--- config.mk ---
export PLATFORM = sky130hd
export DESIGN_NAME = class_gated_task_scheduler_core
export DESIGN_NICKNAME = d
export VERILOG_FILES = /design/src/hw/rtl/cgts_pkg.sv /design/src/hw/rtl/class_gated_task_scheduler_core.sv
export SDC_FILE = /design/constraint.sdc
export NUM_CORES = 2
export LEC_CHECK = 0
export ABC_AREA = 1
export BUFFER_PORTS_ARGS = -buffer_cell sky130_fd_sc_hd__buf_2
export CAP_MARGIN = 20
export CORE_UTILIZATION = 30
export DETAILED_ROUTE_END_ITERATION = 10
export PLACE_DENSITY = 0.53
export REMOVE_ABC_BUFFERS = 1
export SYNTH_ARGS = -nofsm -noshare
export SYNTH_HDL_FRONTEND = slang
export SYNTH_SLANG_ARGS = --single-unit
export TNS_END_PERCENT = 30
--- constraint.sdc ---
create_clock -name clk -period 46.2 [get_ports clk]
set_clock_uncertainty 0.1 [all_clocks]
set_input_delay 6.93 -clock clk [delete_from_list [all_inputs] [get_ports clk]]
set_output_delay 6.93 -clock clk [all_outputs]
set_load 0.01 [all_outputs]
--- src/hw/rtl/cgts_pkg.sv ---
// ----------------------------------------------------------------------------
// Class-gated task scheduler package
// Shared types, codes and constants for the scheduler core and its checker.
// ----------------------------------------------------------------------------
`default_nettype none

package cgts_pkg;

	// Default value of the fallback slice, in ns.
	localparam logic [31:0] DEFAULT_SLICE_NS = 32'd20000000;

	// Event kinds.
	localparam logic [2:0] KIND_ENQUEUE  = 3'd0;
	localparam logic [2:0] KIND_DISPATCH = 3'd1;
	localparam logic [2:0] KIND_RUNNING  = 3'd2;
	localparam logic [2:0] KIND_STOPPING = 3'd3;
	localparam logic [2:0] KIND_ENABLE   = 3'd4;

	// Queue selection codes.
	localparam logic [2:0] Q_LAT    = 3'd0;
	localparam logic [2:0] Q_BATCH  = 3'd1;
	localparam logic [2:0] Q_BG     = 3'd2;
	localparam logic [2:0] Q_SHARED = 3'd3;
	localparam logic [2:0] Q_NONE   = 3'd4;

	// Task classes.
	localparam logic [1:0] CLS_NORMAL     = 2'd0;
	localparam logic [1:0] CLS_LATENCY    = 2'd1;
	localparam logic [1:0] CLS_BATCH      = 2'd2;
	localparam logic [1:0] CLS_BACKGROUND = 2'd3;
	localparam logic [7:0] CLS_CODE_MAX   = 8'd3;

	// Gate mode in which the per-class queues are used.
	localparam logic [2:0] GATE_OPEN = 3'd2;

	// Configuration register indexes.
	localparam logic [2:0] CFG_FIFO_MODE        = 3'd0;
	localparam logic [2:0] CFG_GATE_MODE        = 3'd1;
	localparam logic [2:0] CFG_LATENCY_SLICE    = 3'd2;
	localparam logic [2:0] CFG_BATCH_SLICE      = 3'd3;
	localparam logic [2:0] CFG_BACKGROUND_SLICE = 3'd4;
	localparam logic [2:0] CFG_SHARED_SLICE     = 3'd5;
	localparam logic [2:0] CFG_STARVATION_LIMIT = 3'd6;

	// Accounting: consumed * 100 / weight.
	localparam int unsigned WEIGHT_W  = 14;
	localparam int unsigned SCALE_W   = 7;
	localparam int unsigned DIVD_W    = 32 + SCALE_W;
	localparam int unsigned DIV_CNT_W = $clog2(DIVD_W);
	localparam logic [SCALE_W-1:0] VTIME_SCALE = SCALE_W'(100);

	typedef struct packed {
		logic [2:0]          kind;
		logic                class_found;
		logic [7:0]          class_code;
		logic [63:0]         task_vtime;
		logic [31:0]         slice_left;
		logic [WEIGHT_W-1:0] task_weight;
		logic [63:0]         now_ns;
		logic [3:0]          queues_nonempty;
	} cgts_in_t;

	typedef struct packed {
		logic [2:0]  queue_sel;
		logic        vtime_ordered;
		logic [31:0] slice_out;
		logic [63:0] vtime_out;
		logic        starvation_taken;
		logic [1:0]  effective_class;
		logic [31:0] consumed_out;
	} cgts_out_t;

	typedef enum logic [2:0] {
		ST_IDLE,
		ST_PREP,
		ST_MUL,
		ST_DIV,
		ST_FIN
	} cgts_state_t;

endpackage

`default_nettype wire

--- src/hw/rtl/class_gated_task_scheduler_core.sv ---
// ----------------------------------------------------------------------------
// Class-gated task scheduler core
// Maps scheduler events to queue choices, slices and virtual time updates,
// using one shared 64-bit adder and a bit-serial divider under a sequencer.
// ----------------------------------------------------------------------------
//
//  Channel  | Direction | Handshake          | Payload
//  ---------+-----------+--------------------+------------------------------
//  in       | into core | in_valid/in_ready  | in_data (cgts_in_t)
//  out      | from core | out_valid/out_ready| out_data (cgts_out_t)
//  cfg      | into core | cfg_valid/cfg_ready| cfg_index, cfg_data
//
// Every transaction other than a stopping one outside fifo mode goes from
// acceptance to a loaded result through capture, a prepare cycle and a
// finish cycle. The shared adder works in the prepare cycle for enqueue and
// dispatch, and in the finish cycle for enqueue, running and stopping.
// A stopping transaction outside fifo mode adds the multiply state and then
// the divide state, which yields one quotient bit a cycle.
// Reset clears the sequencer, the configuration registers to their defaults
// and both time registers. The core takes no new input while a transaction is
// in flight; a finished result waits in the output register while the next
// input is accepted, and a stalled output holds the finish cycle.
// The configuration channel is always ready.

`default_nettype none

module class_gated_task_scheduler_core
	import cgts_pkg::*;
#(
	parameter logic [31:0] DEFAULT_SLICE = DEFAULT_SLICE_NS
) (
	input  wire logic        clk,
	input  wire logic        arst_n,
	input  wire logic        in_valid,
	output logic             in_ready,
	input  wire cgts_in_t    in_data,
	output logic             out_valid,
	input  wire logic        out_ready,
	output cgts_out_t        out_data,
	input  wire logic        cfg_valid,
	output logic             cfg_ready,
	input  wire logic [2:0]  cfg_index,
	input  wire logic [31:0] cfg_data
);

	// Configuration registers.
	logic        fifo_mode_q;
	logic [2:0]  gate_mode_q;
	logic [31:0] latency_slice_q;
	logic [31:0] batch_slice_q;
	logic [31:0] background_slice_q;
	logic [31:0] shared_slice_q;
	logic [31:0] starvation_limit_q;

	// Scheduler state.
	logic [63:0] global_vtime_q;
	logic [63:0] last_bg_time_q;

	// Sequencer and per-transaction working registers.
	cgts_state_t          state_q, state_d;
	cgts_in_t             in_q;
	logic [1:0]           cls_q;
	logic [31:0]          slice_q;
	logic [2:0]           queue_q;
	logic [31:0]          used_q;
	logic [63:0]          acc_q;
	logic [WEIGHT_W-1:0]  divisor_q;
	logic [DIVD_W-1:0]    quot_q;
	logic [WEIGHT_W-1:0]  rem_q;
	logic [DIV_CNT_W-1:0] cnt_q;

	// Output register.
	logic      out_valid_q;
	cgts_out_t out_q;

	// Control decoded from the sequencer state.
	logic accept;
	logic load_out;

	// -------------------------------------------------------------------
	// Class, slice and queue lookup from the captured event.
	// -------------------------------------------------------------------
	logic        gate_act;
	logic [1:0]  cls;
	logic [31:0] slice_raw;
	logic [31:0] slice;
	logic [2:0]  queue;
	logic [31:0] used;

	always_comb begin
		gate_act = (gate_mode_q == GATE_OPEN);
		cls = (in_q.class_found && in_q.class_code <= CLS_CODE_MAX) ?
			in_q.class_code[1:0] : CLS_NORMAL;
		slice_raw = shared_slice_q;
		queue = Q_SHARED;
		if (gate_act) begin
			case (cls)
				CLS_LATENCY: begin
					slice_raw = latency_slice_q;
					queue = Q_LAT;
				end
				CLS_BATCH: begin
					slice_raw = batch_slice_q;
					queue = Q_BATCH;
				end
				CLS_BACKGROUND: begin
					slice_raw = background_slice_q;
					queue = Q_BG;
				end
				default: begin
					slice_raw = shared_slice_q;
					queue = Q_SHARED;
				end
			endcase
		end
		slice = (slice_raw != 32'd0) ? slice_raw : DEFAULT_SLICE;
		if (fifo_mode_q || slice <= in_q.slice_left) begin
			used = 32'd0;
		end else begin
			used = slice - in_q.slice_left;
		end
	end

	// -------------------------------------------------------------------
	// Shared 64-bit adder. In the prepare cycle it forms global vtime less
	// the slice, or the time since the last background dispatch; in the
	// finish cycle it does the wrap-aware compare or the vtime charge.
	// -------------------------------------------------------------------
	logic [63:0] add_a;
	logic [63:0] add_b;
	logic        add_sub;
	logic [63:0] add_sum;

	always_comb begin
		add_a = 64'd0;
		add_b = 64'd0;
		add_sub = 1'b0;
		if (state_q == ST_PREP) begin
			case (in_q.kind)
				KIND_ENQUEUE: begin
					add_a = global_vtime_q;
					add_b = {32'd0, slice};
					add_sub = 1'b1;
				end
				KIND_DISPATCH: begin
					add_a = in_q.now_ns;
					add_b = last_bg_time_q;
					add_sub = 1'b1;
				end
				default: begin
					add_a = 64'd0;
				end
			endcase
		end else if (state_q == ST_FIN) begin
			case (in_q.kind)
				KIND_ENQUEUE: begin
					add_a = in_q.task_vtime;
					add_b = acc_q;
					add_sub = 1'b1;
				end
				KIND_RUNNING: begin
					add_a = global_vtime_q;
					add_b = in_q.task_vtime;
					add_sub = 1'b1;
				end
				KIND_STOPPING: begin
					add_a = in_q.task_vtime;
					add_b = {{(64 - DIVD_W){1'b0}}, quot_q};
				end
				default: begin
					add_a = 64'd0;
				end
			endcase
		end
		add_sum = add_a + (add_sub ? ~add_b : add_b) + {63'd0, add_sub};
	end

	// -------------------------------------------------------------------
	// Divider step: restoring division, one quotient bit a cycle. The
	// dividend is shifted out of the top of quot_q as quotient bits enter.
	// -------------------------------------------------------------------
	logic [WEIGHT_W:0]   rem_shift;
	logic                rem_ge;
	logic [WEIGHT_W:0]   rem_diff;

	always_comb begin
		rem_shift = {rem_q, quot_q[DIVD_W-1]};
		rem_ge = (rem_shift >= {1'b0, divisor_q});
		rem_diff = rem_shift - {1'b0, divisor_q};
	end

	// -------------------------------------------------------------------
	// Result of the finish cycle.
	// -------------------------------------------------------------------
	logic      starved;
	logic      ordered;
	cgts_out_t res;
	logic      bg_taken;
	logic      gv_raise;

	always_comb begin
		starved = (last_bg_time_q == 64'd0) || (acc_q[63:32] != 32'd0) ||
			(acc_q[31:0] >= starvation_limit_q);
		ordered = !fifo_mode_q && (queue_q == Q_SHARED);
		bg_taken = 1'b0;
		gv_raise = 1'b0;
		res = '0;
		res.queue_sel = Q_NONE;
		case (in_q.kind)
			KIND_ENQUEUE: begin
				res.queue_sel = queue_q;
				res.vtime_ordered = ordered;
				res.slice_out = slice_q;
				res.vtime_out = (ordered && add_sum[63]) ? acc_q : in_q.task_vtime;
				res.effective_class = cls_q;
			end
			KIND_DISPATCH: begin
				if (in_q.queues_nonempty[0]) begin
					res.queue_sel = Q_LAT;
				end else if (starved && in_q.queues_nonempty[2]) begin
					res.queue_sel = Q_BG;
					res.starvation_taken = 1'b1;
					bg_taken = 1'b1;
				end else if (in_q.queues_nonempty[1]) begin
					res.queue_sel = Q_BATCH;
				end else if (in_q.queues_nonempty[2]) begin
					res.queue_sel = Q_BG;
					bg_taken = 1'b1;
				end else if (in_q.queues_nonempty[3]) begin
					res.queue_sel = Q_SHARED;
				end
			end
			KIND_RUNNING: begin
				gv_raise = !fifo_mode_q && add_sum[63];
				res.vtime_out = in_q.task_vtime;
				res.effective_class = cls_q;
			end
			KIND_STOPPING: begin
				res.slice_out = slice_q;
				res.vtime_out = fifo_mode_q ? in_q.task_vtime : add_sum;
				res.effective_class = cls_q;
				res.consumed_out = used_q;
			end
			KIND_ENABLE: begin
				res.vtime_out = global_vtime_q;
			end
			default: begin
				res.queue_sel = Q_NONE;
			end
		endcase
	end

	// -------------------------------------------------------------------
	// Sequencer: next state.
	// -------------------------------------------------------------------
	always_comb begin
		state_d = state_q;
		unique case (state_q)
			ST_IDLE: begin
				if (in_valid) begin
					state_d = ST_PREP;
				end
			end
			ST_PREP: begin
				if (in_q.kind == KIND_STOPPING && !fifo_mode_q) begin
					state_d = ST_MUL;
				end else begin
					state_d = ST_FIN;
				end
			end
			ST_MUL: begin
				state_d = ST_DIV;
			end
			ST_DIV: begin
				if (cnt_q == '0) begin
					state_d = ST_FIN;
				end
			end
			ST_FIN: begin
				if (!out_valid_q || out_ready) begin
					state_d = ST_IDLE;
				end
			end
			default: begin
				state_d = ST_IDLE;
			end
		endcase
	end

	// -------------------------------------------------------------------
	// Sequencer: control outputs.
	// -------------------------------------------------------------------
	always_comb begin
		in_ready = (state_q == ST_IDLE);
		accept = in_valid && in_ready;
		load_out = (state_q == ST_FIN) && (!out_valid_q || out_ready);
	end

	assign cfg_ready = 1'b1;
	assign out_valid = out_valid_q;
	assign out_data = out_q;

	// -------------------------------------------------------------------
	// Control registers.
	// -------------------------------------------------------------------
	always_ff @(posedge clk or negedge arst_n) begin
		if (!arst_n) begin
			state_q <= ST_IDLE;
			out_valid_q <= 1'b0;
			global_vtime_q <= 64'd0;
			last_bg_time_q <= 64'd0;
			fifo_mode_q <= 1'b0;
			gate_mode_q <= 3'd0;
			latency_slice_q <= 32'd1000000;
			batch_slice_q <= 32'd6000000;
			background_slice_q <= 32'd2000000;
			shared_slice_q <= 32'd0;
			starvation_limit_q <= 32'd20000000;
		end else begin
			state_q <= state_d;
			if (load_out) begin
				out_valid_q <= 1'b1;
				if (gv_raise) begin
					global_vtime_q <= in_q.task_vtime;
				end
				if (bg_taken) begin
					last_bg_time_q <= in_q.now_ns;
				end
			end else if (out_ready) begin
				out_valid_q <= 1'b0;
			end
			if (cfg_valid && cfg_ready) begin
				unique case (cfg_index)
					CFG_FIFO_MODE:        fifo_mode_q <= cfg_data[0];
					CFG_GATE_MODE:        gate_mode_q <= cfg_data[2:0];
					CFG_LATENCY_SLICE:    latency_slice_q <= cfg_data;
					CFG_BATCH_SLICE:      batch_slice_q <= cfg_data;
					CFG_BACKGROUND_SLICE: background_slice_q <= cfg_data;
					CFG_SHARED_SLICE:     shared_slice_q <= cfg_data;
					CFG_STARVATION_LIMIT: starvation_limit_q <= cfg_data;
					default: begin
					end
				endcase
			end
		end
	end

	// -------------------------------------------------------------------
	// Payload and datapath registers.
	// -------------------------------------------------------------------
	always_ff @(posedge clk) begin
		if (accept) begin
			in_q <= in_data;
		end
		if (state_q == ST_PREP) begin
			cls_q <= cls;
			slice_q <= slice;
			queue_q <= queue;
			used_q <= used;
			acc_q <= add_sum;
			divisor_q <= (in_q.task_weight == '0) ? WEIGHT_W'(1) : in_q.task_weight;
		end
		if (state_q == ST_MUL) begin
			quot_q <= DIVD_W'(used_q) * DIVD_W'(VTIME_SCALE);
			rem_q <= '0;
			cnt_q <= DIV_CNT_W'(DIVD_W - 1);
		end
		if (state_q == ST_DIV) begin
			quot_q <= {quot_q[DIVD_W-2:0], rem_ge};
			rem_q <= rem_ge ? rem_diff[WEIGHT_W-1:0] : rem_shift[WEIGHT_W-1:0];
			cnt_q <= cnt_q - DIV_CNT_W'(1);
		end
		if (load_out) begin
			out_q <= res;
		end
	end

endmodule

`default_nettype wire

==> flow_metrics.env <==
export IMPL_status="completed"
export IMPL_cp_data_required_time_ns=46.72
export IMPL_finalCriticalPeriod_ns=9.45
export IMPL_die_h_um=402
export IMPL_critPathArrivalTime_ns=9.97
export IMPL_hold_path_depth=0
export IMPL_synth_top_flop_cell="edfxtp_1"
export IMPL_finalHoldViolCount=0
export IMPL_grt_ovfl_total=0
export IMPL_post_dp_hpwl_um=134000
export IMPL_syn_to_final_growth_pct=15.1
export IMPL_p_leak_nw=24.4
export IMPL_slew_viol_final=0
export IMPL_fin_util=0.349
export IMPL_tritoncts="done"
export IMPL_drt_total_wl_um=184000
export IMPL_critical_path_slowest_cell="buf_4"
export IMPL_hold_buffers=0
export IMPL_power_density_mw_per_mm2=70.4
export IMPL_grt_usage=0.223
export IMPL_synth_edf_count=530
export IMPL_gp_congestion=0.971
export IMPL_synth_area_per_cell_um2=8.69
export IMPL_cts_setup_buffers=0
export IMPL_slew_headroom=0.243
export IMPL_clk_latency_ns=0.77
export IMPL_dr_pass1_iters=6
export IMPL_die_area_mm2=0.162
export IMPL_reg2reg_depth=33
export IMPL_critical_path_top_delay_family="simple AND/OR/NAND/NOR gates"
export IMPL_ys_ff_latch=826
export IMPL_drive_gt1_frac=0.128
export IMPL_synthArstFlopShare=0.358
export IMPL_grt_max_degree=136
export IMPL_placedCellCount=7789
export IMPL_io_pins=368
export IMPL_cts_resized_gates=0
export IMPL_port_buffers=366
export IMPL_maxCapViolCount=0
export IMPL_synth_cell_types=60
export IMPL_wire_per_inst_um=23.1
export IMPL_grt_pass1_vias=40200
export IMPL_clockBufferDepth=3
export IMPL_n_fill_cell=16400
export IMPL_postRouteAntennaNets=0
export IMPL_antenna_found_initial=9
export IMPL_vias=41500
export IMPL_cts_num_sinks=826
export IMPL_yosysSeqAreaShare=0.486
export IMPL_cp_depth=33
export IMPL_core_mm2=0.159
export IMPL_hold_path_class="reg2reg"
export IMPL_root_buffer="clkbuf_16"
export IMPL_crit_path_end_kind="flip-flop"
export IMPL_mappedNetlistArea_mm2=0.0481
export IMPL_clk_pin_slew_worst_paths_ns=0.06
export IMPL_numCtsBuffers=99
export IMPL_fin_crit_sh=0.205
export IMPL_worst_slew_pin_slew_ns=1.14
export IMPL_finalSetupViolations=0
export IMPL_fin_nets=6325
export IMPL_synth_cells=5534
export IMPL_yosys_warnings=0
export IMPL_setup_tns_ns=0
export IMPL_rsz0062_at_grt="false"
export IMPL_max_stage_delay_ns=0.79
export IMPL_drt_vias_per_instance=5.20
export IMPL_max_freq_mhz=106
export IMPL_startpoint_type="flip-flop"
export IMPL_crit_top_cell="nand2_1"
export IMPL_total_power_mw=3.90
export IMPL_whs_ns=0.364
export IMPL_drt_iter0_markers=4124
export IMPL_die_w_um=402
export IMPL_route_detailed_drc=0
export IMPL_critPathBufInv=6
export IMPL_max_vdd_ir_drop_uv=45.2
export IMPL_initial_utilization=0.303
export IMPL_grt_pass1_wl_um=269000
export IMPL_htreeDepth=3
export IMPL_row_count=146
export IMPL_crit_fanout=69
export IMPL_final_cells=7978
export IMPL_criticalPathCategory="reg2reg"
-- per-stage QoR --
stage	instance area [µm²]	setup WS [ns]
after detailed placement	52100	36.22
after global placement	52100	36.27
final	55400	36.75
after floorplan	47000	25.44
after global routing	55400	36.11
after CTS	55300	36.71
-- cell usage in the layout, fill, tap and decap left out, types with 99 or more instances in the layout --
| master | synthesis | routed |
|---|---|---|
| dfrtp_1 | 264 | 263 |
| clkbuf_16 | 0 | 99 |
| o21ai_0 | 546 | 543 |
| edfxtp_1 | 530 | 530 |
| a21oi_1 | 373 | 373 |
| ha_1 | 246 | 243 |
| nand2_1 | 1009 | 1004 |
| nand3_1 | 282 | 280 |
| inv_1 | 868 | 865 |
| nor2_1 | 359 | 357 |
| buf_2 | 9 | 365 |
-- final cells by class --
type	instances	area (µm²)	share of cell area
antenna	2	5.00	0.0000904
clock buffer	125	2650	0.0478
inverter	875	3290	0.0594
timing repair buffer	432	2380	0.0430
clock inverter	61	603	0.0109
sequential	826	23400	0.422
multi-input combinational	3585	20500	0.370
tap	2072	2590	0.0468
-- final timing paths --
path / start / end / slack (ns)
setup / recovery: in_q[183] / global_vtime_q[24] / 36.75
hold / removal: in_q[81] / divisor_q[13] / 0.36
setup reg to reg: in_q[183] / global_vtime_q[24] / 36.75
hold reg to reg: in_q[81] / divisor_q[13] / 0.36
max in group asynchronous: arst_n / background_slice_q[7] / 37.48
min in group asynchronous: arst_n / global_vtime_q[43] / 6.00
-- power by group --
part	internal, mW	switching, mW
sequential	1.12	0.182
clock	0.443	0.344
combinational	0.574	1.23
-- routing by layer --
layer,track usage,up-vias,wire [µm]
met2,0.347,1750,81600
li1,-,19400,-
met4,0.0765,8,6380
met3,0.0430,292,14700
met1,0.308,20100,81200
met5,0,-,54
-- flip-flops by register name, indices dropped and copies added, names as in the netlist, 2 cells and up --
name,cells
quot_q,39
state_q,3
acc_q,64
gate_mode_q,3
cnt_q,6
slice_q,32
global_vtime_q,64
batch_slice_q,32
rem_q,14
out_data,135
starvation_limit_q,32
shared_slice_q,32
divisor_q,14
in_q,190
queue_q,2
last_bg_time_q,64
latency_slice_q,32
used_q,32
cls_q,2
background_slice_q,32
-- synthesized netlist by cell type, types with 34 or more instances --
master	count	area share
a21oi_1	373	0.039
a221oi_1	40	0.0073
a22oi_1	53	0.0083
clkbuf_1	190	0.015
dfrtp_1	264	0.14
edfxtp_1	530	0.33
ha_1	246	0.064
inv_1	868	0.068
nand2_1	1009	0.079
nand3_1	282	0.029
nand4_1	63	0.0082
nor2_1	359	0.028
nor3_1	39	0.0041
nor4_1	34	0.0044
o21ai_0	546	0.057
o21ai_2	60	0.011
o221ai_1	70	0.013
o22ai_1	62	0.0081
xor2_1	81	0.015
-- cell families after synthesis --
group / after synthesis / synth area share
adders and majority gates: 276 / 0.0765
AOI/OAI and AO/OA: 1345 / 0.165
xor gates and xnor gates: 104 / 0.0189
buffers and inverters: 1123 / 0.0906
other: 1 / 0.0000780
and+or+nand+nor: 1859 / 0.164
DFF: 826 / 0.486
Note: power is estimated with default switching activity, not from simulation.
